### src/rtl/core/cnv3_pkg.sv
// ----------------------------------------------------------------------------
// cnv3_pkg
// Shared types, register indexes and arithmetic helpers of the 3x3 filter.
// ----------------------------------------------------------------------------
package cnv3_pkg;

  // configuration register indexes
  localparam int CFG_IDX_W = 3;
  localparam logic [CFG_IDX_W-1:0] CFG_COEF_TOP = 3'd0;
  localparam logic [CFG_IDX_W-1:0] CFG_COEF_MID = 3'd1;
  localparam logic [CFG_IDX_W-1:0] CFG_COEF_BOT = 3'd2;
  localparam logic [CFG_IDX_W-1:0] CFG_WIDTH    = 3'd3;
  localparam logic [CFG_IDX_W-1:0] CFG_HEIGHT   = 3'd4;

  localparam int CFG_DATA_W = 48;
  localparam int COEF_W     = 16;
  localparam int SIZE_W     = 12;
  localparam int ROW_W      = 12;

  localparam logic [SIZE_W-1:0] WIDTH_RST  = 12'd640;
  localparam logic [SIZE_W-1:0] HEIGHT_RST = 12'd480;

  // product of an unsigned pixel and a signed q8.8 coefficient
  localparam int PROD_W = 25;
  // sum of nine products
  localparam int SUM_W  = 28;
  localparam int QUO_W  = SUM_W - 8;

  // result queue
  localparam int OUT_DEPTH = 8;
  localparam int OUT_PTR_W = 3;
  localparam int OUT_CNT_W = 4;

  typedef logic signed [PROD_W-1:0] prod_t;
  typedef logic signed [SUM_W-1:0]  sum_t;

  typedef struct packed {
    logic       action;
    logic [7:0] pixel_in;
  } in_word_t;

  typedef struct packed {
    logic [7:0] pixel_out;
    logic       frame_end;
  } out_word_t;

  // control of the word leaving the line store stage
  typedef struct packed {
    logic       pix;    // pixel word, shifts the window
    logic       emit;   // gives a result
    logic       filt;   // result is the filtered sum
    logic       fend;   // last pixel of the frame
    logic       par;    // bank holding the older line
    logic [7:0] pixel;
  } stage_ctl_t;

  // pixel times coefficient
  function automatic prod_t mul_px(input logic [7:0] px, input logic signed [COEF_W-1:0] cf);
    return prod_t'(signed'({1'b0, px})) * prod_t'(cf);
  endfunction

  // round half to even on 8 fraction bits, clamp to 0..255
  function automatic logic [7:0] round_clamp(input sum_t s);
    logic [QUO_W-1:0] q;
    logic [7:0]       f;
    logic             up;
    logic [QUO_W:0]   qr;
    q  = s[SUM_W-1:8];
    f  = s[7:0];
    up = (f > 8'd128) || (f == 8'd128 && q[0]);
    qr = {1'b0, q} + {{QUO_W{1'b0}}, up};
    if (s <= sum_t'(0)) begin
      return 8'd0;
    end else if (qr > (QUO_W + 1)'(255)) begin
      return 8'hFF;
    end else begin
      return qr[7:0];
    end
  endfunction

endpackage

### src/rtl/core/cnv3_filter.sv
// ----------------------------------------------------------------------------
// cnv3_filter
// 3x3 window, nine parallel products, row sums and final rounding.
// ----------------------------------------------------------------------------
module cnv3_filter
  import cnv3_pkg::*;
(
  input  logic                  clk,
  input  logic                  rst_n,
  input  logic                  adv,
  input  stage_ctl_t            s1,
  input  logic [15:0]           rdata,
  input  logic [CFG_DATA_W-1:0] coef_top,
  input  logic [CFG_DATA_W-1:0] coef_mid,
  input  logic [CFG_DATA_W-1:0] coef_bot,
  output logic                  push,
  output out_word_t             push_word,
  output logic [1:0]            busy
);

  logic [7:0] win_r   [3][3];
  logic [7:0] win_nxt [3][3];
  logic [7:0] col     [3];
  logic [CFG_DATA_W-1:0] coef_row [3];

  prod_t prod_r [3][3];
  sum_t  rsum_r [3];
  sum_t  total;

  logic       s2_emit_r, s2_filt_r, s2_fend_r;
  logic [7:0] s2_val_r;
  logic       s3_emit_r, s3_filt_r, s3_fend_r;
  logic [7:0] s3_val_r;

  assign coef_row[0] = coef_top;
  assign coef_row[1] = coef_mid;
  assign coef_row[2] = coef_bot;

  // new column: older line, previous line, incoming pixel
  always_comb begin
    col[0] = s1.par ? rdata[15:8] : rdata[7:0];
    col[1] = s1.par ? rdata[7:0] : rdata[15:8];
    col[2] = s1.pixel;
    for (int i = 0; i < 3; i++) begin
      win_nxt[i][0] = win_r[i][1];
      win_nxt[i][1] = win_r[i][2];
      win_nxt[i][2] = col[i];
    end
  end

  // window shift
  always_ff @(posedge clk) begin
    if (!rst_n) begin
      for (int i = 0; i < 3; i++) begin
        for (int j = 0; j < 3; j++) begin
          win_r[i][j] <= '0;
        end
      end
    end else if (adv && s1.pix) begin
      win_r <= win_nxt;
    end
  end

  // products and row sums
  always_ff @(posedge clk) begin
    if (adv) begin
      for (int i = 0; i < 3; i++) begin
        for (int j = 0; j < 3; j++) begin
          prod_r[i][j] <= mul_px(win_nxt[i][j], coef_row[i][COEF_W*j +: COEF_W]);
        end
        rsum_r[i] <= sum_t'(prod_r[i][0]) + sum_t'(prod_r[i][1]) + sum_t'(prod_r[i][2]);
      end
      // pass-through value: window center after the shift, or the stored byte on drain
      s2_val_r <= s1.pix ? win_r[1][2] : col[0];
      s3_val_r <= s2_val_r;
    end
  end

  // stage control
  always_ff @(posedge clk) begin
    if (!rst_n) begin
      s2_emit_r <= 1'b0;
      s2_filt_r <= 1'b0;
      s2_fend_r <= 1'b0;
      s3_emit_r <= 1'b0;
      s3_filt_r <= 1'b0;
      s3_fend_r <= 1'b0;
    end else if (adv) begin
      s2_emit_r <= s1.emit;
      s2_filt_r <= s1.filt;
      s2_fend_r <= s1.fend;
      s3_emit_r <= s2_emit_r;
      s3_filt_r <= s2_filt_r;
      s3_fend_r <= s2_fend_r;
    end
  end

  // final sum and rounding
  always_comb begin
    total = rsum_r[0] + rsum_r[1] + rsum_r[2];
    push_word.pixel_out = s3_filt_r ? round_clamp(total) : s3_val_r;
    push_word.frame_end = s3_fend_r;
  end

  assign push = adv && s3_emit_r;
  assign busy = {1'b0, s2_emit_r} + {1'b0, s3_emit_r};

endmodule

### config.mk
export PLATFORM = sky130hd
export DESIGN_NAME = cnv3_filter
export DESIGN_NICKNAME = d
export VERILOG_FILES = /design/src/rtl/core/cnv3_pkg.sv /design/src/rtl/core/cnv3_filter.sv
export SDC_FILE = /design/constraint.sdc
export NUM_CORES = 2
export LEC_CHECK = 0
export BUFFER_PORTS_ARGS = -buffer_cell sky130_fd_sc_hd__buf_2
export CORE_AREA = 2 2 417 419
export CTS_CLUSTER_SIZE = 14
export DETAILED_ROUTE_END_ITERATION = 12
export DIE_AREA = 0 0 419 421
export GPL_ROUTABILITY_DRIVEN = 0
export PLACE_DENSITY_LB_ADDON = 0.08
export SETUP_SLACK_MARGIN = 0.05
export SLEW_MARGIN = 10
export SYNTH_ARGS = -nofsm -noshare
export SYNTH_HDL_FRONTEND = slang
export SYNTH_SLANG_ARGS = --single-unit
### constraint.sdc
create_clock -name clk -period 8.85 [get_ports clk]
set_clock_uncertainty 0.1 [all_clocks]
set_input_delay 0.885 -clock clk [delete_from_list [all_inputs] [get_ports clk]]
set_output_delay 0.885 -clock clk [all_outputs]
set_load 0.005 [all_outputs]
==> metrics.txt <==
most frequent cells after synthesis=1357 x inv_1, 1024 x fa_1, 598 x and2_1, 587 x nand2_1, 553 x ha_1; Final TNS setup=0 ps; Seq cells post-synth=376; antenna violations before repair=13; Synth Area in Adders=45.8%; pin count of the biggest net entering global routing=177; Post-synth EDFFs=322; Tot GR Track Use=17.8%; layout cell share with drive strength beyond 1=5.31%; crit share post-route=between 80% and 90%; area growth from synthesis to final layout=8.74%; top post-synthesis cells by area=fa_1 34%, edfxtp_1 16%, ha_1 12%; TritonCTS buffer count=49; Site Rows=around 150; clock buffer depth=3; leak pwr=32.2 nW; crit path capture type=output port; crit-path max FO=8; final WL=152000 um; mux contribution to synthesized area=0.577%; largest family of logic cells by synthesized area=adder cells; asr flop ratio synth=0%; Max Fclk=0.139 GHz; maximum vdd drop=0.319 mV; # DRC=0; part of the power in registers=a little under a fifth; most common cell in the netlist=inv_1; Avg Synthesized Cell Area=9.74 um^2; Non-Filler Instances=8638; ys flop type=edfxtp_1; Vias/cell=4.62; Final Net Count=8027; Chip Width=419 um; worst-margin pin slew=1110 ps; RSZ-0062 raised after global routing=no; Comb pwr share=between 70% and 80%; Worst Path Required=7870 ps; CTS tree=yes; Final min period=7180 ps; Synth Area in Compound Gates=7.02%; Syn Inst Count=6142; Die Height=421 um; Hold Vio Cnt, Final=0; Final ANT Viol Nets=0; HPWL Detailed=126000 um; gr ovfl total=0; clock share of power=11.1%; worst hold-check path type=reg2reg; kind of critical path=reg2out; H-tree depth=2; core area=~170000 um^2; Worst EP arrival=just over 6000 ps; vias=39900; sw power=~0.009 W; I/O Pins=188; Synth Net Count=7895; largest area contributor in the netlist=fa_1; Post CTS Setup Buffer Count=0; max cap viols=0; first-pass GRT wire length=247000 um; clock slew at reported path FFs=60 ps; die area=176000 um^2; Slew HR=24.6%; Util after Layout=37.7%; dpl cells=8548; yosys warns=0; port bufs=approximately 190; max-slew violation count=0; Resized cells post-CTS=0; clk_lat worst skew=630 ps; post-synthesis xor/xnor area fraction=4.02%; WHS Path Cells=0; Hold Buf Count CTS=0; status=completed; clock sinks=376; # fillers=roughly 18000; sequential element share of the synthesized area=18.0%; CP Launch Type=flip-flop; final setup vio count=0; Initial Util=34.7%; DR WL/cell=17.6 um; post-synthesis simple-gate area fraction=15.3%; Netlist cell types=85; sw frac=48.6%; Pint=0.00973 W; Power Dens Cells=291 nW/um^2; worst reg-to-reg path cell count=21; drt pass-1 iters=5; share of Yosys cell area claimed by the top area cell type=about 34%; Mapped Area=59800 um^2; number of DRC markers in iteration 0=1637; vias in the first global route=approximately 43000; clk root buf=clkbuf_16
-- cell families after synthesis --
logic type | after synthesis
xor gates and xnor gates | 273
and+or+nand+nor | 1771
DFF | 376
AOI/OAI and AO/OA | 630
buffers and inverters | 1482
adders and majority gates | 1577
muxes | 33
-- final timing paths --
check / slack (ps) / startpoint / end
max reg2reg: 2360 / win_nxt[32] / prod_r[1][48]
min: 320 / s2_val_r[1] / s3_val_r[1]
max: 1670 / rsum_r[0][1] / push_word[3]
min reg2reg: 320 / s2_val_r[1] / s3_val_r[1]
-- layer usage --
layer  vias to the layer above  GRT usage, %  share of wire [%]
li1                      19300             -                  -
met1                     20000          25.3                 48
met2                       443          29.5                 47
met3                       119          1.74                3.0
met4                        12          3.59                2.0
met5                         -             0              0.054
-- sequential cells by signal (all words and copies together), names as in the netlist --
name	cells
s3_fend_r	1
s3_val_r	8
rsum_r	81
s2_emit_r	1
s2_filt_r	1
prod_r	225
s3_emit_r	1
win_nxt	48
s3_filt_r	1
s2_fend_r	1
s2_val_r	8
-- layout by cell type (no fill, tap or decap), types with 60 or more instances in the layout --
cell	count
buf_2	186
nor2b_1	184
ha_1	553
a21o_1	72
o21ai_0	116
fa_1	1024
inv_1	1357
and2_1	597
xnor2_1	197
edfxtp_1	322
xor2_1	74
nand2_1	586
a21oi_1	180
nor2_1	158
nor3_1	60
-- worst max-delay path: stages (launching register included) --
cell       delay, ps
edfxtp_1         400
fa_1             560
ha_1             200
inv_1             80
fa_1             470
and2b_1          270
o31ai_4          100
a2111oi_2        530
nor2_1           170
xnor2_2          320
nand3_1          200
or3_1            480
mux2_1           350
a2bb2oi_1        130
a211oi_1         240
a41o_2           320
o221ai_1         440
buf_2            300
-- power by group through the flow --
| stage | Combinational (W) | Sequential, W | Clock, W |
|---|---|---|---|
| final | 0.0133 | 0.00350 | 0.00209 |
| after global routing | 0.0151 | 0.00357 | 0.00223 |
| after CTS | 0.0135 | 0.00354 | 0.00217 |
| after detailed placement | 0.0133 | 0.00356 | 0 |
| after global placement | 0.0134 | 0.00357 | 0 |
| after floorplan | 0.00993 | 0.00324 | 0 |
-- stage by stage --
step | total power [W] | hold slack (ps) | instance area [um^2] | worst slack, ps
global route | 0.0209 | 337 | 65100 | 1440
global placement | 0.0169 | 309 | 63400 | 1710
CTS | 0.0192 | 326 | 65100 | 1670
detailed placement | 0.0169 | 312 | 63400 | 1650
finish | 0.0189 | 322 | 65100 | 1670
floorplan | 0.0132 | 300 | 59800 | 1900
-- area by class of cell --
class,instances,area [um^2],share of cell area [%]
sequential,376,10800,16.5
clock buffer,59,1310,2.01
antenna,1,2.50,0.00385
tap,2325,2910,4.47
timing repair buffer,206,1100,1.69
clock inverter,30,345,0.531
inverter,1357,5090,7.83
multi-input combinational,4284,43600,66.9
(Power assumes the default switching activity.)
