===== src/rtl/core/cnv3_pkg.sv =====
// ----------------------------------------------------------------------------
// cnv3_pkg
// Shared types, register indexes and arithmetic helpers of the 3x3 filter.
// ----------------------------------------------------------------------------
package cnv3_pkg;

  // configuration register indexes
  localparam int CFG_IDX_W = 3;
  localparam logic [CFG_IDX_W-1:0] CFG_COEF_TOP = 3'd0;
  localparam logic [CFG_IDX_W-1:0] CFG_COEF_MID = 3'd1;
  localparam logic [CFG_IDX_W-1:0] CFG_COEF_BOT = 3'd2;
  localparam logic [CFG_IDX_W-1:0] CFG_WIDTH    = 3'd3;
  localparam logic [CFG_IDX_W-1:0] CFG_HEIGHT   = 3'd4;

  localparam int CFG_DATA_W = 48;
  localparam int COEF_W     = 16;
  localparam int SIZE_W     = 12;
  localparam int ROW_W      = 12;

  localparam logic [SIZE_W-1:0] WIDTH_RST  = 12'd640;
  localparam logic [SIZE_W-1:0] HEIGHT_RST = 12'd480;

  // product of an unsigned pixel and a signed q8.8 coefficient
  localparam int PROD_W = 25;
  // sum of nine products
  localparam int SUM_W  = 28;
  localparam int QUO_W  = SUM_W - 8;

  // result queue
  localparam int OUT_DEPTH = 8;
  localparam int OUT_PTR_W = 3;
  localparam int OUT_CNT_W = 4;

  typedef logic signed [PROD_W-1:0] prod_t;
  typedef logic signed [SUM_W-1:0]  sum_t;

  typedef struct packed {
    logic       action;
    logic [7:0] pixel_in;
  } in_word_t;

  typedef struct packed {
    logic [7:0] pixel_out;
    logic       frame_end;
  } out_word_t;

  // control of the word leaving the line store stage
  typedef struct packed {
    logic       pix;    // pixel word, shifts the window
    logic       emit;   // gives a result
    logic       filt;   // result is the filtered sum
    logic       fend;   // last pixel of the frame
    logic       par;    // bank holding the older line
    logic [7:0] pixel;
  } stage_ctl_t;

  // pixel times coefficient
  function automatic prod_t mul_px(input logic [7:0] px, input logic signed [COEF_W-1:0] cf);
    return prod_t'(signed'({1'b0, px})) * prod_t'(cf);
  endfunction

  // round half to even on 8 fraction bits, clamp to 0..255
  function automatic logic [7:0] round_clamp(input sum_t s);
    logic [QUO_W-1:0] q;
    logic [7:0]       f;
    logic             up;
    logic [QUO_W:0]   qr;
    q  = s[SUM_W-1:8];
    f  = s[7:0];
    up = (f > 8'd128) || (f == 8'd128 && q[0]);
    qr = {1'b0, q} + {{QUO_W{1'b0}}, up};
    if (s <= sum_t'(0)) begin
      return 8'd0;
    end else if (qr > (QUO_W + 1)'(255)) begin
      return 8'hFF;
    end else begin
      return qr[7:0];
    end
  endfunction

endpackage


===== src/rtl/core/cnv3_out_fifo.sv =====
// ----------------------------------------------------------------------------
// cnv3_out_fifo
// Small result queue that decouples the filter from the result channel.
// ----------------------------------------------------------------------------
module cnv3_out_fifo
  import cnv3_pkg::*;
(
  input  logic                 clk,
  input  logic                 rst_n,
  input  logic                 push,
  input  out_word_t            push_word,
  output logic                 out_valid,
  input  logic                 out_stall,
  output out_word_t            out_word,
  output logic [OUT_CNT_W-1:0] count
);

  out_word_t              buf_r [OUT_DEPTH];
  logic [OUT_PTR_W-1:0]   wr_ptr_r, rd_ptr_r;
  logic [OUT_CNT_W-1:0]   cnt_r;
  logic                   pop;

  assign pop = out_valid && !out_stall;

  // storage
  always_ff @(posedge clk) begin
    if (push) begin
      buf_r[wr_ptr_r] <= push_word;
    end
  end

  // pointers and fill level
  always_ff @(posedge clk) begin
    if (!rst_n) begin
      wr_ptr_r <= '0;
      rd_ptr_r <= '0;
      cnt_r    <= '0;
    end else begin
      if (push) begin
        wr_ptr_r <= wr_ptr_r + 1'b1;
      end
      if (pop) begin
        rd_ptr_r <= rd_ptr_r + 1'b1;
      end
      if (push && !pop) begin
        cnt_r <= cnt_r + 1'b1;
      end else if (pop && !push) begin
        cnt_r <= cnt_r - 1'b1;
      end
    end
  end

  assign out_valid = cnt_r != '0;
  assign out_word  = buf_r[rd_ptr_r];
  assign count     = cnt_r;

endmodule


===== config.mk =====
export PLATFORM = sky130hd
export DESIGN_NAME = cnv3_out_fifo
export DESIGN_NICKNAME = d
export VERILOG_FILES = /design/src/rtl/core/cnv3_pkg.sv /design/src/rtl/core/cnv3_out_fifo.sv
export SDC_FILE = /design/constraint.sdc
export NUM_CORES = 1
export LEC_CHECK = 0
export ABC_AREA = 1
export BUFFER_PORTS_ARGS = -buffer_cell sky130_fd_sc_hd__clkbuf_2
export CORE_MARGIN = 10
export CORE_UTILIZATION = 46
export CTS_CLUSTER_SIZE = 20
export DETAILED_ROUTE_END_ITERATION = 7
export PLACE_DENSITY = 0.69
export SETUP_SLACK_MARGIN = 0.4
export SYNTH_ARGS = -nofsm -noshare
export SYNTH_HDL_FRONTEND = slang
export SYNTH_SLANG_ARGS = --single-unit

===== constraint.sdc =====
create_clock -name clk -period 1.75 [get_ports clk]
set_input_delay 0.175 -clock clk [delete_from_list [all_inputs] [get_ports clk]]
set_output_delay 0.175 -clock clk [all_outputs]
set_load 0.02 [all_outputs]

==> results of run 1 <==
[power groups by stage]
| stage | Combinational [mW] | Clock [mW] | Sequential (mW) |
|---|---|---|---|
| floorplan | 1.27 | 0 | 2.51 |
| global route | 2.80 | 1.43 | 2.45 |
| detailed placement | 1.67 | 0 | 2.48 |
| global placement | 1.64 | 0 | 2.47 |
| CTS | 2.40 | 1.34 | 2.43 |
| finish | 2.56 | 1.32 | 2.44 |
[cells by family (layout without fill, tap and decap cells)]
logic type	after synthesis	in the layout	synth area share (%)
xor gates and xnor gates	2	2	0.4930
and+or+nand+nor	160	160	17.25
buffers and inverters	26	83	4.859
adders and majority gates	6	6	2.324
DFF	85	85	68.17
AOI/OAI and AO/OA	49	49	6.901
[final cells by class]
| class | instances | area, um^2 | share of cell area (%) |
|---|---|---|---|
| clock inverters | 4 | 48.80 | 1.071 |
| repair buffers | 52 | 533.0 | 11.70 |
| well taps | 99 | 123.9 | 2.720 |
| clock buffers | 12 | 135.1 | 2.967 |
| inverters | 15 | 73.82 | 1.621 |
| flip-flops and latches | 85 | 2441 | 53.60 |
| multi-input cells | 217 | 1199 | 26.32 |
[synth_stat cells]
library cell / instances
ha_1: 5
inv_1: 12
o21ai_1: 30
xor2_1: 2
clkinv_1: 1
fa_1: 1
o21ai_0: 11
edfxtp_1: 72
nor2_1: 88
buf_2: 2
dfxtp_1: 13
buf_6: 9
inv_4: 2
nand2_1: 64
nand3_1: 6
a21oi_1: 8
or2_2: 2
[worst max-delay path, cell delays in order, from the launching register on]
cell,delay [ns]
dfxtp_4,0.39
buf_12,0.15
buf_16,0.15
nor2_2,0.10
nor2_1,0.04
o21ai_1,0.08
nand2_1,0.07
nand2_1,0.07
nand2_1,0.07
clkbuf_8,0.16
[placed cells by master (no fill, tap or decap), types with 3 or more instances in the layout]
cell / Yosys / routed
nand3_1: 6 / 3
dfxtp_4: 0 / 5
buf_16: 0 / 4
o21ai_0: 11 / 3
buf_4: 0 / 18
clkbuf_2: 0 / 16
clkbuf_8: 0 / 17
nor2_4: 0 / 15
nor2_2: 0 / 16
dfxtp_1: 13 / 8
clkbuf_1: 0 / 3
o21ai_1: 30 / 34
inv_1: 12 / 9
ha_1: 5 / 3
nand2_2: 0 / 4
edfxtp_1: 72 / 72
buf_12: 0 / 3
a21oi_1: 8 / 8
o21ai_2: 0 / 4
nor2_1: 88 / 57
nand2_1: 64 / 59
[path summary, 6_finish.rpt]
path	from	end	slack, ns	cells after the start
worst max-delay path	register	out_word[5]	-0.06	9
worst min-delay path	rst_n	count[1]$_SDFFE_PN0P_	0.11	3
worst max register to register	count[2]$_SDFFE_PN0P_	count[3]$_SDFFE_PN0P_	0.14	12
worst min register to register	rd_ptr_r[1]$_SDFFE_PN0P_	rd_ptr_r[1]$_SDFFE_PN0P_	0.50	2
[stage by stage]
| step | hold slack [ns] | utilization (%) | power, mW | TNS (ns) |
|---|---|---|---|---|
| floorplan | 0.2739 | - | 3.777 | 0 |
| global placement | 0.4637 | 52.67 | 4.106 | 0 |
| detailed placement | 0.4728 | 52.67 | 4.153 | 0 |
| CTS | 0.1124 | 60.76 | 6.163 | -0.04984 |
| global route | 0.1163 | 61.80 | 6.689 | -1.047 |
| finish | 0.1061 | 61.80 | 6.322 | -0.2497 |
[per-layer routing]
layer | GRT usage [%] | routed length, um | part of all wire (%)
met1 | 17.48 | 3453 | 42
met2 | 24.72 | 4076 | 50
met3 | 3.952 | 452 | 5.5
met4 | 5.916 | 201 | 2.5
met5 | 0 | 0 | 0
[flip-flops by register name, indices dropped and copies added (netlist names), named ones only]
name      flops
wr_ptr_r      3
buf_r        72
rd_ptr_r      3
count         4
[repair_timing]
action,CTS,global route
setup buffers,8,3
pin swaps,28,18
resized for setup,67,24
cloned,4,0
setup endpoints to repair,24,19
==> flow_summary_export.csv, run 1 <==
group,metric,value,unit
cells_and_area,final_design_area_no_fill,4554,um^2
synthesis,syn-num-nets,347,
detailed_routing,routed_via_density,5.157,
power,p_switching,2.139,mW
clocking,ctsHoldBuffers,0,
die,coreArea,7370,um^2
clocking,cts_tree,"built",
global_route,grt_pass1_wl,13070,um
detailed_routing,firstDrtPassIters,4,
die,num_rows,31,
detailed_routing,route.detailed.drc,0,
detailed_routing,drtIter0Drc,129,
power,internal_power,4.183,mW
die,pin_count,27,
die,die_area,11640,um^2
clocking,clockBufferDepth,2,
timing,rsz0062_at_grt,"true",
clocking,htreeDepth,3,
power,clkPwrFrac,20.9,%
synthesis,yosysWarnings,0,
clocking,cts-root-buf,"clkbuf_8",
die,die_w,107.9,um
global_route,antenna_found_initial,0,
timing,final-hold-violation-count,0,
cells_and_area,syn_to_final_growth,28.17,%
worst_setup_path,cp-end-kind,"primary output",
cells_and_area,fillers,571,
detailed_routing,wirelength,8184,um
global_route,grt_usage,14.73,%
global_route,grt_pass1_vias,2551,
power,peakVddDrop,1.012,mV
synthesis,ys_seq_area_share,68.17,%
synthesis,yosysUniqueCellTypes,17,
run_status,outcome,"finished with violations",
worst_setup_path,worst_ep_arrival_time,1.63,ns
detailed_routing,drtAntennaViolNets,0,
placed_design,dpl_cell_area,3881,um^2
synthesis,yosys.area.top_type,"edfxtp_1",
detailed_routing,vias,2496,
worst_setup_path,path_class,"register to primary output",
timing,fin_ws,-0.05809,ns
placed_design,dp.cells,453,
power,seqPwrFrac,38.6,%
placed_design,place_congestion,0.7434,
placed_design,post-dp-hpwl,4621,um
synthesis,synth_top_area_share,60.85,%
power,powerDensity,1388,nW/um^2
global_route,grt_max_degree,37,
power,combPwrFrac,40.5,%
clocking,clk_latency,0.36,ns
synthesis,syn_area_per_cell,10.83,um^2
synthesis,ys_ff_latch,85,
timing,fin_skew,0.01261,ns
synthesis,syn-cell-area,3553,um^2
timing,fin_crit_sh,103.3,%
cells_and_area,fin_nets,399,
worst_setup_path,crit_path_start_kind,"register",
clocking,clk_pin_slew,0.07,ns
hold_path,hold_path_class,"input port to register",
timing,post-route-min-period,1.808,ns
synthesis,synthCells,328,
worst_setup_path,crit_path_max_fanout,9,
die,die_h,107.9,um
cells_and_area,fin_cells,484,
worst_setup_path,required,1.57,ns
timing,setup_violations,8,
timing,slew_headroom,77.35,%
timing,tightestPinTransition,0.3377,ns
synthesis,netlist_top_cells_area,"edfxtp_1 61%, nor2_1 9.3%, dfxtp_1 7.3%",
clocking,cts-buffers-inserted,9,
job,maxCapViolCount,0,
timing,final-max-slew-violation-count,0,
power,switching_share,33.84,%
run_status,failed_checks,"negative setup slack",
die,start_util,48.22,%
global_route,grt_overflow,0,
placed_design,port_buffers,26,
detailed_routing,wl_per_cell,16.91,um
cells_and_area,drive_gt1_share,31.69,%
timing,fmax,553.1,MHz
placed_design,pre_cts_slack,0.08027,ns
cells_and_area,antenna_cells,0,
power,p_leak,1.733,nW
clocking,cts.sinks,85,
No activity file was read; power rests on OpenSTA's default activity.
==> run 2: changes to the inputs <==
Settings changed: ABC_AREA 1 to unset, SETUP_SLACK_MARGIN 0.4 to 0.5.
==> run 2 against run 1 <==
Against the previous run:
- the run still ends with negative setup slack left
- critical path depth is 5 lower
- via count shrank 31%
- hold slack gained 0.0012 ns
- first-iteration DRC count is 20% lower
- sequential power hardly changed
- critical path type unchanged
- largest power group is now sequential cells
==> flow_summary_export.csv, run 2 <==
group,metric,value,unit
synthesis,ys_ff_latch,85,
worst_setup_path,crit_path_max_fanout,8,
detailed_routing,drtIter0Drc,103,
cells_and_area,drive_gt1_share,54.96,%
synthesis,synth-async-reset-ratio,0,%
power,powerDensity,1443,nW/um^2
power,switching_share,27.71,%
clocking,clockBufferDepth,2,
clocking,htreeDepth,3,
synthesis,synth_top_family_by_area,"multiplexers",
global_route,antenna_found_initial,0,
timing,final-max-slew-violation-count,0,
global_route,grt_pass1_vias,1835,
clocking,cts-buffers-inserted,9,
die,pin_count,27,
placed_design,place_congestion,0.7066,
worst_setup_path,critPathMaxStageDelay,0.51,ns
worst_setup_path,critPathSlowestCell,"mux4_2",
placed_design,post-dp-hpwl,3804,um
timing,holdWs,0.1073,ns
run_status,failed_checks,"negative setup slack",
die,die_area,11290,um^2
detailed_routing,wl_per_cell,18.59,um
synthesis,yosysUniqueCellTypes,29,
clocking,clk_pin_slew,0.08,ns
timing,rsz0062_at_grt,"true",
synthesis,synth.most_common_cell,"edfxtp_1",
clocking,cts.sinks,85,
cells_and_area,top_register,"buf_r",
timing,final-hold-violation-count,0,
worst_setup_path,required,1.57,ns
clocking,ctsHoldBuffers,0,
timing,post-route-min-period,1.984,ns
clocking,cts-root-buf,"clkbuf_8",
power,combPwrFrac,38.3,%
cells_and_area,fin_nets,256,
timing,tightestPinTransition,0.2456,ns
global_route,grt_overflow,0,
power,seqPwrFrac,38.6,%
cells_and_area,final_cell_mix,"72 x edfxtp_1, 18 x mux4_2, 18 x buf_4",
synthesis,synthCells,175,
synthesis,yosys.area.top_type,"edfxtp_1",
timing,slew_headroom,83.51,%
job,maxCapViolCount,0,
timing,fin_ws,-0.2338,ns
synthesis,syn-num-nets,194,
timing,fin_skew,0.006292,ns
global_route,grt_pass1_wl,10010,um
timing,setup_violations,13,
synthesis,synth_commonest_cells,"72 x edfxtp_1, 18 x mux4_1, 13 x dfxtp_1, 9 x mux2_2, 8 x nor2_1",
clocking,clk_latency,0.34,ns
clocking,cts_tree,"built",
worst_setup_path,path_class,"register to primary output",
detailed_routing,firstDrtPassIters,4,
synthesis,syn-cell-area,3423,um^2
worst_setup_path,cp-end-kind,"primary output",
synthesis,yosysWarnings,0,
worst_setup_path,r2r_end,"count[3]$_SDFFE_PN0P_",
placed_design,port_buffers,26,
detailed_routing,drtAntennaViolNets,0,
timing,tns,-2.360,ns
die,start_util,47.20,%
synthesis,synth_edf_count,72,
die,die_h,106.3,um
synthesis,synth_top_area_share,63.16,%
die,die_w,106.3,um
synthesis,synth_compound_area_share,1.060,%
synthesis,synth-main-ff-cell,"edfxtp_1",
die,num_rows,31,
cells_and_area,antenna_cells,0,
power,p_switching,1.753,mW
synthesis,muxShareOfSynthArea,17.65,%
synthesis,synthAdderAreaFrac,2.412,%
worst_setup_path,crit_end,"out_word[0]",
synthesis,synthXorXnorAreaFrac,1.535,%
worst_setup_path,crit_path_cell_trace,"buf_12 -> mux4_2 -> mux2_4 -> buf_6",
die,coreArea,7253,um^2
cells_and_area,layout_commonest_cell,"edfxtp_1",
detailed_routing,vias,1733,
cells_and_area,syn_to_final_growth,28.07,%
global_route,grt_max_degree,19,
synthesis,syn_area_per_cell,19.56,um^2
worst_setup_path,reg2regPathDepth,10,
synthesis,netlist_top_cells_area,"edfxtp_1 63%, mux4_1 14%, dfxtp_1 7.6%",
synthesis,yosys.area_share.simple,4.751,%
worst_setup_path,r2r_start,"count[3]$_SDFFE_PN0P_",
worst_setup_path,crit_path_start_kind,"register",
cells_and_area,largest_register_ffs,72,
worst_setup_path,worst_ep_arrival_time,1.81,ns
worst_setup_path,worst-r2r-setup-slack,-0.15,ns
timing,fin_crit_sh,113.4,%
detailed_routing,route.detailed.drc,0,
run_status,outcome,"finished with violations",
power,internal_power,4.574,mW
timing,fmax,504.1,MHz
detailed_routing,wirelength,6340,um
hold_path,hold_path_class,"input port to register",
cells_and_area,fillers,531,
global_route,grt_usage,11.64,%
detailed_routing,routed_via_density,5.082,
power,clkPwrFrac,23.1,%
synthesis,ys_seq_area_share,70.76,%
power,peakVddDrop,0.8695,mV
power,p_leak,1.547,nW
[run 2: cell count changes in the layout (fill, tap and decap cells not counted), sizes merged, moves of 10 or more]
cell | previous run | this run
buf | 28 | 42
clkbuf | 36 | 26
inv | 14 | 3
mux4 | 0 | 18
nand2 | 64 | 6
nor2 | 88 | 8
o21ai | 41 | 2
[run 2: worst min-delay path by stage]
stage / from / to / slack [ns] / depth (start not counted)
finish: push_word[1] / buf_r[4][1]$_DFFE_PP_ / 0.11 / 1
global route: push_word[3] / buf_r[4][3]$_DFFE_PP_ / 0.11 / 1
CTS: push_word[1] / buf_r[2][1]$_DFFE_PP_ / 0.09 / 1
detailed placement: push_word[1] / buf_r[2][1]$_DFFE_PP_ / 0.46 / 1
global placement: push_word[3] / buf_r[3][3]$_DFFE_PP_ / 0.45 / 1
floorplan: push_word[0] / buf_r[0][0]$_DFFE_PP_ / 0.27 / 0
[run 2: logic make-up (layout without fill, tap and decap cells)]
family | count (synthesis) | count (layout)
flip-flops | 85 | 85
buffers and inverters | 10 | 77
XOR/XNOR | 6 | 6
multiplexers | 30 | 30
adder cells (fa/ha/maj) | 6 | 6
AO/OA/AOI/OAI | 6 | 6
AND/OR/NAND/NOR | 32 | 32
[run 2: cell type report]
cell class	instances	area [um^2]	share of cell area, %
timing repair buffer	58	545.5	12.44
sequential	85	2440	55.65
multi-input combinational	80	1044	23.80
tap	99	123.9	2.825
clock buffer	10	127.6	2.911
clock inverter	6	87.58	1.998
inverter	3	16.27	0.3710
[run 2: per-stage QoR]
stage	total power [mW]	cell area, um^2	std cells	setup slack, ns	util, %
after CTS	6.187	4309	337	-0.2702	59.41
after detailed placement	4.249	3909	316	-0.1894	53.89
after global routing	6.638	4384	341	-0.2879	60.45
after global placement	4.213	3909	316	-0.1645	53.89
after floorplan	3.698	3497	175	-0.2061	-
final	6.327	4384	341	-0.2338	60.45
[run 2: power groups by stage]
stage               clock [mW]  sequential [mW]  combinational (mW)
floorplan                    0             2.51                1.18
global placement             0             2.47                1.74
detailed placement           0             2.47                1.78
CTS                       1.50             2.44                2.25
global route              1.58             2.46                2.61
finish                    1.46             2.44                2.42
[run 2: critical path: cells and delay by family, from the launching register on]
kind	cells	cell delay, ns
muxes	2	0.80
buffers and inverters	2	0.28
DFF	1	0.40
[run 2: what timing repair did]
| item | 4_1_cts | 5_1_grt |
|---|---|---|
| gates resized for setup | 54 | 22 |
| setup endpoints to repair | 66 | 54 |
| cloned | 0 | 1 |
| pin swaps | 3 | 5 |
| buffers inserted | 5 | 3 |
[run 2: per-layer routing]
layer | routed length, um | global-route usage, % | part of all wire (%) | up-vias
met1 | 2901 | 15.05 | 46 | 882
met5 | 0 | 0 | 0 | -
met2 | 3151 | 18.15 | 50 | 34
li1 | - | - | - | 812
met3 | 252 | 3.080 | 4.0 | 5
met4 | 34 | 4.932 | 0.54 | 0
