## config.mk

```make
export PLATFORM = sky130hd
export DESIGN_NAME = cnv3_seq
export DESIGN_NICKNAME = d
export VERILOG_FILES = /design/src/rtl/core/cnv3_pkg.sv /design/src/rtl/core/cnv3_seq.sv
export SDC_FILE = /design/constraint.sdc
export NUM_CORES = 1
export LEC_CHECK = 0
export BUFFER_PORTS_ARGS = -buffer_cell sky130_fd_sc_hd__buf_2
export CORE_MARGIN = 4
export CORE_UTILIZATION = 35
export CTS_CLUSTER_DIAMETER = 60
export CTS_CLUSTER_SIZE = 10
export DETAILED_ROUTE_END_ITERATION = 7
export HOLD_SLACK_MARGIN = 0.12
export PLACE_DENSITY = 0.61
export SYNTH_ARGS = -nofsm -noshare
export SYNTH_HDL_FRONTEND = slang
export SYNTH_SLANG_ARGS = --single-unit
```

## constraint.sdc

```tcl
create_clock -name clk -period 4.2 [get_ports clk]
set_clock_uncertainty 0.05 [all_clocks]
set_input_delay 0.21 -clock clk [delete_from_list [all_inputs] [get_ports clk]]
set_output_delay 0.21 -clock clk [all_outputs]
set_load 0.02 [all_outputs]
```

## src/rtl/core/cnv3_pkg.sv

```systemverilog
// ----------------------------------------------------------------------------
// cnv3_pkg
// Shared types, register indexes and arithmetic helpers of the 3x3 filter.
// ----------------------------------------------------------------------------
package cnv3_pkg;

  // configuration register indexes
  localparam int CFG_IDX_W = 3;
  localparam logic [CFG_IDX_W-1:0] CFG_COEF_TOP = 3'd0;
  localparam logic [CFG_IDX_W-1:0] CFG_COEF_MID = 3'd1;
  localparam logic [CFG_IDX_W-1:0] CFG_COEF_BOT = 3'd2;
  localparam logic [CFG_IDX_W-1:0] CFG_WIDTH    = 3'd3;
  localparam logic [CFG_IDX_W-1:0] CFG_HEIGHT   = 3'd4;

  localparam int CFG_DATA_W = 48;
  localparam int COEF_W     = 16;
  localparam int SIZE_W     = 12;
  localparam int ROW_W      = 12;

  localparam logic [SIZE_W-1:0] WIDTH_RST  = 12'd640;
  localparam logic [SIZE_W-1:0] HEIGHT_RST = 12'd480;

  // product of an unsigned pixel and a signed q8.8 coefficient
  localparam int PROD_W = 25;
  // sum of nine products
  localparam int SUM_W  = 28;
  localparam int QUO_W  = SUM_W - 8;

  // result queue
  localparam int OUT_DEPTH = 8;
  localparam int OUT_PTR_W = 3;
  localparam int OUT_CNT_W = 4;

  typedef logic signed [PROD_W-1:0] prod_t;
  typedef logic signed [SUM_W-1:0]  sum_t;

  typedef struct packed {
    logic       action;
    logic [7:0] pixel_in;
  } in_word_t;

  typedef struct packed {
    logic [7:0] pixel_out;
    logic       frame_end;
  } out_word_t;

  // control of the word leaving the line store stage
  typedef struct packed {
    logic       pix;    // pixel word, shifts the window
    logic       emit;   // gives a result
    logic       filt;   // result is the filtered sum
    logic       fend;   // last pixel of the frame
    logic       par;    // bank holding the older line
    logic [7:0] pixel;
  } stage_ctl_t;

  // pixel times coefficient
  function automatic prod_t mul_px(input logic [7:0] px, input logic signed [COEF_W-1:0] cf);
    return prod_t'(signed'({1'b0, px})) * prod_t'(cf);
  endfunction

  // round half to even on 8 fraction bits, clamp to 0..255
  function automatic logic [7:0] round_clamp(input sum_t s);
    logic [QUO_W-1:0] q;
    logic [7:0]       f;
    logic             up;
    logic [QUO_W:0]   qr;
    q  = s[SUM_W-1:8];
    f  = s[7:0];
    up = (f > 8'd128) || (f == 8'd128 && q[0]);
    qr = {1'b0, q} + {{QUO_W{1'b0}}, up};
    if (s <= sum_t'(0)) begin
      return 8'd0;
    end else if (qr > (QUO_W + 1)'(255)) begin
      return 8'hFF;
    end else begin
      return qr[7:0];
    end
  endfunction

endpackage

```

## src/rtl/core/cnv3_seq.sv

```systemverilog
// ----------------------------------------------------------------------------
// cnv3_seq
// Input and output position counters, line store access and result decisions.
// ----------------------------------------------------------------------------
module cnv3_seq
  import cnv3_pkg::*;
#(
  parameter int MAX_WIDTH = 2048,
  parameter int CW        = $clog2(MAX_WIDTH)
) (
  input  logic             clk,
  input  logic             rst_n,
  input  logic             adv,
  input  logic             acc,
  input  in_word_t         in_word,
  input  logic             restart,
  input  logic [CW-1:0]    w_last,
  input  logic [ROW_W-1:0] h_last,
  output logic [CW-1:0]    ls_addr,
  output logic [1:0]       ls_we,
  output logic [7:0]       ls_wdata,
  output stage_ctl_t       s1
);

  logic [CW-1:0]    in_col_r, in_col_nxt;
  logic [ROW_W-1:0] in_row_r, in_row_nxt;
  logic [CW-1:0]    out_col_r, out_col_nxt;
  logic [ROW_W-1:0] out_row_r, out_row_nxt;
  stage_ctl_t       s1_r, s1_nxt;

  logic done, pix_go, drain_go, emit_pix, emit, border, fend;

  // decisions for the current word
  always_comb begin
    done     = in_row_r > h_last;
    pix_go   = acc && !in_word.action && !done;
    drain_go = acc && in_word.action && done;
    emit_pix = pix_go && (in_row_r != '0) && (in_col_r != '0 || in_row_r[ROW_W-1:1] != '0);
    emit     = emit_pix || drain_go;
    border   = (out_row_r == '0) || (out_row_r == h_last) ||
               (out_col_r == '0) || (out_col_r == w_last);
    fend     = (out_row_r == h_last) && (out_col_r == w_last);
  end

  // line store access: both banks at one column
  always_comb begin
    ls_addr  = pix_go ? in_col_r : out_col_r;
    ls_wdata = in_word.pixel_in;
    ls_we    = 2'b00;
    if (pix_go) begin
      ls_we[in_row_r[0]] = 1'b1;
    end
  end

  // counter advance
  always_comb begin
    in_col_nxt  = in_col_r;
    in_row_nxt  = in_row_r;
    out_col_nxt = out_col_r;
    out_row_nxt = out_row_r;
    if (pix_go) begin
      if (in_col_r == w_last) begin
        in_col_nxt = '0;
        in_row_nxt = in_row_r + 1'b1;
      end else begin
        in_col_nxt = in_col_r + 1'b1;
      end
    end
    if (emit) begin
      if (fend) begin
        in_col_nxt  = '0;
        in_row_nxt  = '0;
        out_col_nxt = '0;
        out_row_nxt = '0;
      end else if (out_col_r == w_last) begin
        out_col_nxt = '0;
        out_row_nxt = out_row_r + 1'b1;
      end else begin
        out_col_nxt = out_col_r + 1'b1;
      end
    end
    if (restart) begin
      in_col_nxt  = '0;
      in_row_nxt  = '0;
      out_col_nxt = '0;
      out_row_nxt = '0;
    end
  end

  // control of the word entering the filter
  always_comb begin
    s1_nxt.pix   = pix_go;
    s1_nxt.emit  = emit;
    s1_nxt.filt  = emit_pix && (in_col_r != '0) && !border;
    s1_nxt.fend  = emit && fend;
    s1_nxt.par   = pix_go ? in_row_r[0] : out_row_r[0];
    s1_nxt.pixel = in_word.pixel_in;
  end

  always_ff @(posedge clk) begin
    if (!rst_n) begin
      in_col_r  <= '0;
      in_row_r  <= '0;
      out_col_r <= '0;
      out_row_r <= '0;
      s1_r      <= '0;
    end else begin
      in_col_r  <= in_col_nxt;
      in_row_r  <= in_row_nxt;
      out_col_r <= out_col_nxt;
      out_row_r <= out_row_nxt;
      if (adv) begin
        s1_r <= s1_nxt;
      end
    end
  end

  assign s1 = s1_r;

endmodule

```

==> reports/results.tsv, run 1 <==
stage	metric	value	unit
synth	FFs w/ async S/R, synth	0	%
clock_network	CTS tree	done	
synth	Yosys top cell area share	30.2	%
clock_network	H-tree levels	3	
grt	initial antenna violation count	0	
synth	Synth Flop Type	dfxtp_1	
grt	global-route wire length before repair	17400	um
timing	unrepaired setup endpoints after global routing	false	
clock_network	worst-skew pair later-pin latency	0.35	ns
floorplanning	Vert. Die Dim	114	um
synth	Unique masters post-synth	46	
final_layout	NumNets Final	598	
clock_network	CTS root buf	clkbuf_8	
timing	fin crit share	76.9	%
clock_network	hold_buf cts	8	
floorplanning	core outline area	10900	um2
timing	Max-Slew Margin vs Limit	38.4	%
critical_path	Largest stage delay, worst path	0.47	ns
floorplanning	die area	12900	um2
timing	Final Hold Viols	0	
place	HPWL Detailed	7750	um
floorplanning	initial core utilization	35.9	%
synth	Seq cells post-synth	59	
timing	Max Clock Freq	0.310	GHz
final_layout	Antenna diodes	0	
route	drt pass-1 iters	4	
route	Initial DRC Count	156	
synth	leading cell types by count after synthesis	59 x dfxtp_1, 42 x nor2_1, 39 x xnor2_1	
place	global placer's final weighted congestion	0.898	
route	DRC violations left	0	
pwr	PD cells	257	nW/um2
synth	largest cells by area after synthesis	dfxtp_1 30%, xnor2_1 8.7%, ha_1 6.4%	
synth	Post-Syn Nets	538	
min_path	min-delay worst type	in -> reg	
timing	setup TNS	0	ns
floorplanning	IO Pins	71	
clock_network	clock transition at the registers of the reported paths	0.07	ns
synth	sequential fraction of the synthesis area	30.2	%
pwr	Tot Pwr	1.17	mW
grt	grt ovf	0	
route	via density per instance	5.35	
synth	Syn Area/Cell	8.13	um2
grt	largest net degree at the start of global routing	24	
synth	area leader, netlist	dfxtp_1	
timing	fin. max-slew vios	0	
floorplanning	num rows	38	
route	Detail Route Antenna Nets	0	
route	routed length per instance	15.4	um
job	Max Cap Viol	0	
synth	most frequent cell after synthesis	dfxtp_1	
pwr	Worst VDD drop	0.152	mV
synth	Post-Syn Area	3910	um2
place	DP Worst Slack	1.30	ns
critical_path	Critical Path RT	3.94	ns
critical_path	CP max-delay cell	o41a_1	
clock_network	Num CTS Buffers	9	
synth	Post-synth EDFFs	0	
route	drt total wl	10500	um
synth	Syn Inst Count	481	
timing	min cycle time layout	3.23	ns
clock_network	setup bufs post-CTS	0	
timing	Least-Margin Pin Slew	0.921	ns
place	PortBufs	70	
clock_network	clock sinks	59	
synth	YS warnings	0	
critical_path	crit path kind	reg -> out	
timing	final setup fails	0	
clock_network	CTS resizes	0	
critical_path	WP data arrival	2.97	ns
grt	gr usage total	16.6	%
critical_path	CP Cell Sequence	ha_1 > nor2b_1 > o211ai_1 > a211oi_1 > o41a_1 > buf_4 > nor2_1 > buf_4 > mux2_2 > buf_2	
critical_path	crit path max fanout	20	
grt	vias in the first global route	3612	
run_status	status	complete, no violations	
critical_path	Most common cell on crit path	buf_4	
final_layout	share of cells above drive strength 1	18.9	%
route	vias	3668	
critical_path	crit start category	register	
clock_network	clock buffer depth	2	
final_layout	Layout area overhead	15.9	%
pwr	Lkg Pwr	1.79	nW
critical_path	crit end category	output pin	
timing	Worst Setup Slack, final	0.970	ns
floorplanning	chip width	114	um
[sequential cells by signal, summed over array words and instances, names as in the netlist]
| signal | flops |
|---|---|
| s1 | 13 |
| in_col_r | 11 |
| out_col_r | 11 |
| in_row_r | 12 |
| out_row_r | 12 |
[metal layers]
layer  share of wire, %  track usage (%)  up-vias
li1                   -                -     1806
met1                 46             21.2     1724
met2                 47             27.1      111
met3                4.3             3.45       27
met4                2.4             6.97        0
met5                  0                0        -
[layout make-up]
| class | count | area (um2) |
|---|---|---|
| Fill cell | 1098 | 6360 |
| Multi-Input combinational cell | 362 | 2440 |
| Sequential cell | 59 | 1180 |
| Timing Repair Buffer | 83 | 468 |
| Tap cell | 140 | 175 |
| Clock buffer | 14 | 163 |
| Inverter | 26 | 97.6 |
| Clock inverter | 2 | 10.0 |
[layout by cell type, fill, tap and decap left out, drive strengths merged, types with 2 or more instances in the layout]
| cell type | Yosys | layout |
|---|---|---|
| mux2 | 9 | 9 |
| or4 | 3 | 3 |
| xor2 | 12 | 12 |
| nor4b | 3 | 3 |
| o22ai | 2 | 2 |
| dfxtp | 59 | 59 |
| clkbuf | 13 | 14 |
| or2 | 2 | 2 |
| o21ai | 23 | 23 |
| xnor2 | 41 | 41 |
| or3b | 2 | 2 |
| inv | 26 | 26 |
| nor2b | 11 | 11 |
| clkinv | 0 | 2 |
| nor3 | 17 | 17 |
| a21oi | 20 | 20 |
| o31ai | 3 | 3 |
| nand2 | 30 | 30 |
| o211ai | 10 | 10 |
| nand4 | 16 | 16 |
| mux2i | 16 | 16 |
| dlygate4sd3 | 0 | 8 |
| ha | 20 | 20 |
| and2 | 5 | 5 |
| nand3b | 4 | 4 |
| or3 | 9 | 9 |
| nor2 | 42 | 42 |
| buf | 21 | 75 |
| nand3 | 19 | 19 |
| nor4 | 21 | 21 |
| and3 | 14 | 14 |
[metrics by stage]
step                util, %  cells  area [um2]  hold slack (ns)
CTS                    41.6    686        4530            0.213
global placement       39.3    662        4280            0.428
floorplan                 -    481        3910            0.288
finish                 41.6    686        4530            0.226
global route           41.6    686        4530            0.227
detailed placement     39.3    662        4280            0.444
[worst max-delay path, delay by kind of cell, from the launching register on]
family | cells | cell delay, ns
AO/OA/AOI/OAI | 3 | 0.71
buffers and inverters | 3 | 0.64
flip-flops | 1 | 0.40
multiplexers | 1 | 0.36
adder cells (fa/ha/maj) | 1 | 0.27
AND/OR/NAND/NOR | 2 | 0.24
[power breakdown]
group          internal (mW)  switching (mW)
combinational         0.0515          0.0716
sequential             0.565         0.00292
clock                  0.245           0.230
[cells by family after synthesis]
logic type | share of synthesized area [%]
buffers and inverters | 7.49
flip-flops | 30.2
AND/OR/NAND/NOR | 27.1
multiplexers | 6.78
XOR/XNOR | 12.3
adder cells (fa/ha/maj) | 6.40
AO/OA/AOI/OAI | 9.76
[path summary, 6_finish.rpt]
kind                            slack (ns)  cells after the start                   start                          to
worst max-delay path                  0.97                     10  in_row_r[1]$_SDFF_PP0_                 ls_addr[10]
worst min-delay path                  0.23                      3                   rst_n          s1[8]$_SDFFE_PN0P_
worst max register to register        1.33                      9  in_row_r[0]$_SDFF_PP0_  out_row_r[11]$_SDFFE_PP0P_
worst min register to register        0.46                      2      s1[3]$_SDFFE_PN0P_          s1[3]$_SDFFE_PN0P_
No activity file was read; power rests on OpenSTA's default activity.
==> run 2: changes to the inputs <==
--- a/config.mk
+++ b/config.mk
@@ -5,6 +5,7 @@
 export SDC_FILE = /design/constraint.sdc
 export NUM_CORES = 1
 export LEC_CHECK = 0
+export ABC_AREA = 1
 export BUFFER_PORTS_ARGS = -buffer_cell sky130_fd_sc_hd__buf_2
 export CORE_MARGIN = 4
 export CORE_UTILIZATION = 35
@@ -12,7 +13,7 @@
 export CTS_CLUSTER_SIZE = 10
 export DETAILED_ROUTE_END_ITERATION = 7
 export HOLD_SLACK_MARGIN = 0.12
-export PLACE_DENSITY = 0.61
+export PLACE_DENSITY = 0.63
 export SYNTH_ARGS = -nofsm -noshare
 export SYNTH_HDL_FRONTEND = slang
 export SYNTH_SLANG_ARGS = --single-unit
==> constraint.sdc (replaced) <==
create_clock -name clk -period 2.8 [get_ports clk]
set_clock_uncertainty 0.05 [all_clocks]
set_input_delay 0.14 -clock clk [delete_from_list [all_inputs] [get_ports clk]]
set_output_delay 0.14 -clock clk [all_outputs]
set_load 0.02 [all_outputs]
==> run 2 against run 1 <==
Utilization increased by 0.54 points. Flip-flop and latch count unchanged. Global-route usage increased by 0.24 points. Sequential power increased by 51%. First-iteration DRC count increased by 81%. Sequential share of layout area decreased by 3.8 points. Critical endpoint is now ls_addr[6].
==> reports/results.tsv, run 2 <==
stage	metric	value	unit	change
pwr	Worst VDD drop	0.283	mV	was 0.152 mV
synth	Unique masters post-synth	40		was 46
synth	leading cell types by count after synthesis	157 x nand2_1, 111 x nor2_1, 72 x inv_1		was 59 x dfxtp_1, 42 x nor2_1, 39 x xnor2_1
clock_network	setup bufs post-CTS	0		unchanged
synth	Yosys top cell area share	26.3	%	was 30.2%
critical_path	crit start category	register		unchanged
synth	Post-synth EDFFs	0		unchanged
timing	unrepaired setup endpoints after global routing	false		unchanged
floorplanning	Vert. Die Dim	121	um	was 114 um
clock_network	H-tree levels	3		unchanged
clock_network	Num CTS Buffers	9		unchanged
grt	gr usage total	16.8	%	was 16.6%
synth	FFs w/ async S/R, synth	0	%	unchanged
synth	Syn Inst Count	676		was 481
clock_network	clock transition at the registers of the reported paths	0.05	ns	was 0.07 ns
place	HPWL Detailed	9000	um	was 7750 um
timing	fin. max-slew vios	0		unchanged
clock_network	CTS root buf	clkbuf_16		was clkbuf_8
final_layout	commonest non-fill, non-tap cell in the layout	nand2_1		was buf_2
job	Max Cap Viol	0		unchanged
place	global placer's final weighted congestion	0.887		was 0.898
critical_path	Most common cell on crit path	nand2_1		was buf_4
final_layout	most frequent cells in the layout	157 x nand2_1, 111 x nor2_1, 72 x inv_1		was 70 x buf_2, 59 x dfxtp_1, 42 x nor2_1
place	PortBufs	70		unchanged
final_layout	Layout area overhead	18.1	%	was 15.9%
critical_path	delay-heaviest family, CP	buffers and inverters		was compound AO/OA/AOI/OAI gates
synth	largest cells by area after synthesis	dfxtp_1 26%, nand2_1 13%, nor2_1 9.3%		was dfxtp_1 30%, xnor2_1 8.7%, ha_1 6.4%
critical_path	crit end category	output pin		unchanged
min_path	min-delay worst type	in -> reg		unchanged
place	dpl cells	895		was 662
grt	global-route wire length before repair	19900	um	was 17400 um
critical_path	Critical Path RT	2.61	ns	was 3.94 ns
synth	Seq cells post-synth	59		unchanged
route	drt total wl	12100	um	was 10500 um
timing	fin crit share	91.8	%	
final_layout	Antenna diodes	0		unchanged
final_layout	NumNets Final	808		was 598
grt	grt ovf	0		unchanged
final_layout	share of cells above drive strength 1	17.6	%	was 18.9%
pwr	PD cells	384	nW/um2	was 257 nW/um2
critical_path	CP Cell Sequence	inv_1 > ha_1 > inv_1 > nand2_1 > nand2_1 > nand2_1 > nand2_1 > nand2_1 > nand3_2 > nand2_1 > nand2_4 > buf_8 > nand2_1 > o21ai_0 > buf_2		was ha_1 > nor2b_1 > o211ai_1 > a211oi_1 > o41a_1 > buf_4 > nor2_1 > buf_4 > mux2_2 > buf_2
timing	Max Clock Freq	0.389	GHz	
route	Initial DRC Count	283		was 156
floorplanning	core outline area	12600	um2	was 10900 um2
final_layout	Final Util	42.2	%	was 41.6%
timing	min cycle time layout	2.57	ns	
synth	YS warnings	0		unchanged
route	vias	4266		was 3668
grt	initial antenna violation count	0		unchanged
pwr	Lkg Pwr	2.41	nW	was 1.79 nW
route	DRC violations left	0		unchanged
timing	Least-Margin Pin Slew	0.364	ns	was 0.921 ns
floorplanning	num rows	41		was 38
floorplanning	IO Pins	71		unchanged
critical_path	crit path max fanout	33		was 20
timing	final setup fails	0		unchanged
synth	Post-Syn Area	4480	um2	was 3910 um2
floorplanning	chip width	121	um	was 114 um
critical_path	crit path buf inv count	4		was 3
clock_network	clock sinks	59		unchanged
clock_network	worst-skew pair later-pin latency	0.33	ns	was 0.35 ns
pwr	Tot Pwr	2.04	mW	was 1.17 mW
synth	Post-Syn Nets	733		was 538
run_status	status	complete, no violations		unchanged
synth	Syn Area/Cell	6.63	um2	was 8.13 um2
critical_path	crit path kind	reg -> out		unchanged
critical_path	Largest stage delay, worst path	0.43	ns	was 0.47 ns
route	routed length per instance	13.0	um	was 15.4 um
route	via density per instance	4.61		was 5.35
critical_path	WP data arrival	2.38	ns	was 2.97 ns
critical_path	CP max-delay cell	dfxtp_1		was o41a_1
timing	Final Hold Viols	0		unchanged
final_layout	Non-Filler Instances	926		was 686
place	placed inst area	4860	um2	was 4280 um2
synth	Synth Flop Type	dfxtp_1		unchanged
synth	most frequent cell after synthesis	nand2_1		was dfxtp_1
timing	setup TNS	0	ns	unchanged
grt	largest net degree at the start of global routing	34		was 24
route	Detail Route Antenna Nets	0		unchanged
final_layout	max FFs per register	13		unchanged
synth	sequential fraction of the synthesis area	26.3	%	was 30.2%
timing	Max-Slew Margin vs Limit	75.7	%	was 38.4%
floorplanning	initial core utilization	35.7	%	was 35.9%
clock_network	clock buffer depth	2		unchanged
final_layout	Final Instance Area	5300	um2	was 4530 um2
floorplanning	die area	14700	um2	was 12900 um2
route	drt pass-1 iters	5		was 4
grt	vias in the first global route	3995		was 3612
clock_network	CTS tree	done		unchanged
synth	area leader, netlist	dfxtp_1		unchanged
final_layout	# fillers	1331		was 1098
## run 2: logic make-up (layout without fill, tap and decap cells)
kind of cell,count (synthesis),in the layout,share of synthesized area (%)
compound gates,64,64,7.84
xor+xnor,51,51,10.1
fa+ha+maj,20,20,5.58
buf+inv,111,189,12.1
flops,59,59,26.3
simple gates,371,371,38.1
## run 2: report_power, final
part	switching [mW]	internal (mW)	leakage, nW
logic	0.131	0.0866	1.80
clock network	0.380	0.581	0.128
registers	0.00528	0.852	0.478
## run 2: worst paths after layout
| check | start | slack (ns) | end | cells after the start |
|---|---|---|---|---|
| max | in_row_r[0]$_SDFF_PP0_ | 0.23 | ls_addr[6] | 15 |
| min | adv | 0.16 | s1[12]$_SDFFE_PN0P_ | 2 |
| max reg2reg | in_row_r[0]$_SDFF_PP0_ | 0.47 | out_col_r[3]$_SDFFE_PP0P_ | 11 |
| min reg2reg | out_row_r[6]$_SDFFE_PP0P_ | 0.45 | out_row_r[6]$_SDFFE_PP0P_ | 2 |
## run 2: worst reg2reg max path: stages (launching register included)
cell	delay [ns]
dfxtp_1	0.43
inv_1	0.16
ha_1	0.30
nand2_1	0.05
nor2_1	0.09
nand2_1	0.08
nand2_1	0.15
nand3_2	0.12
nand2_4	0.26
clkinv_1	0.31
nor2_1	0.17
nor2_1	0.06
## run 2: area by class of cell
type / count / area, um2 / share of cell area (%)
Clock buffer: 10 / 229 / 4.32
Clock inverter: 4 / 20.0 / 0.378
Inverter: 82 / 312 / 5.88
Multi-Input combinational cell: 506 / 2770 / 52.2
Sequential cell: 59 / 1180 / 22.3
Tap cell: 172 / 215 / 4.06
Timing Repair Buffer: 93 / 573 / 10.8
## run 2: per-layer routing
metal | share of wire (%) | global-route usage [%] | routed length (um)
met5 | 0 | 0 | 0
met4 | 2.3 | 6.30 | 278
met3 | 4.6 | 3.08 | 552
met2 | 46 | 27.3 | 5590
met1 | 47 | 22.2 | 5650
## run 2: what timing repair did
action | 4_1_cts | 5_1_grt
hold buffers | 17 | 0
setup endpoints to repair | 0 | 11
gates resized for setup | 0 | 5
hold endpoints to repair | 12 | 0
## run 2: per-stage QoR
| step | worst slack [ns] | hold slack (ns) |
|---|---|---|
| final | 0.229 | 0.159 |
| after global placement | 0.415 | 0.326 |
| after floorplan | 0.635 | 0.225 |
| after CTS | 0.0659 | 0.141 |
| after detailed placement | 0.439 | 0.338 |
| after global routing | 0.0293 | 0.192 |
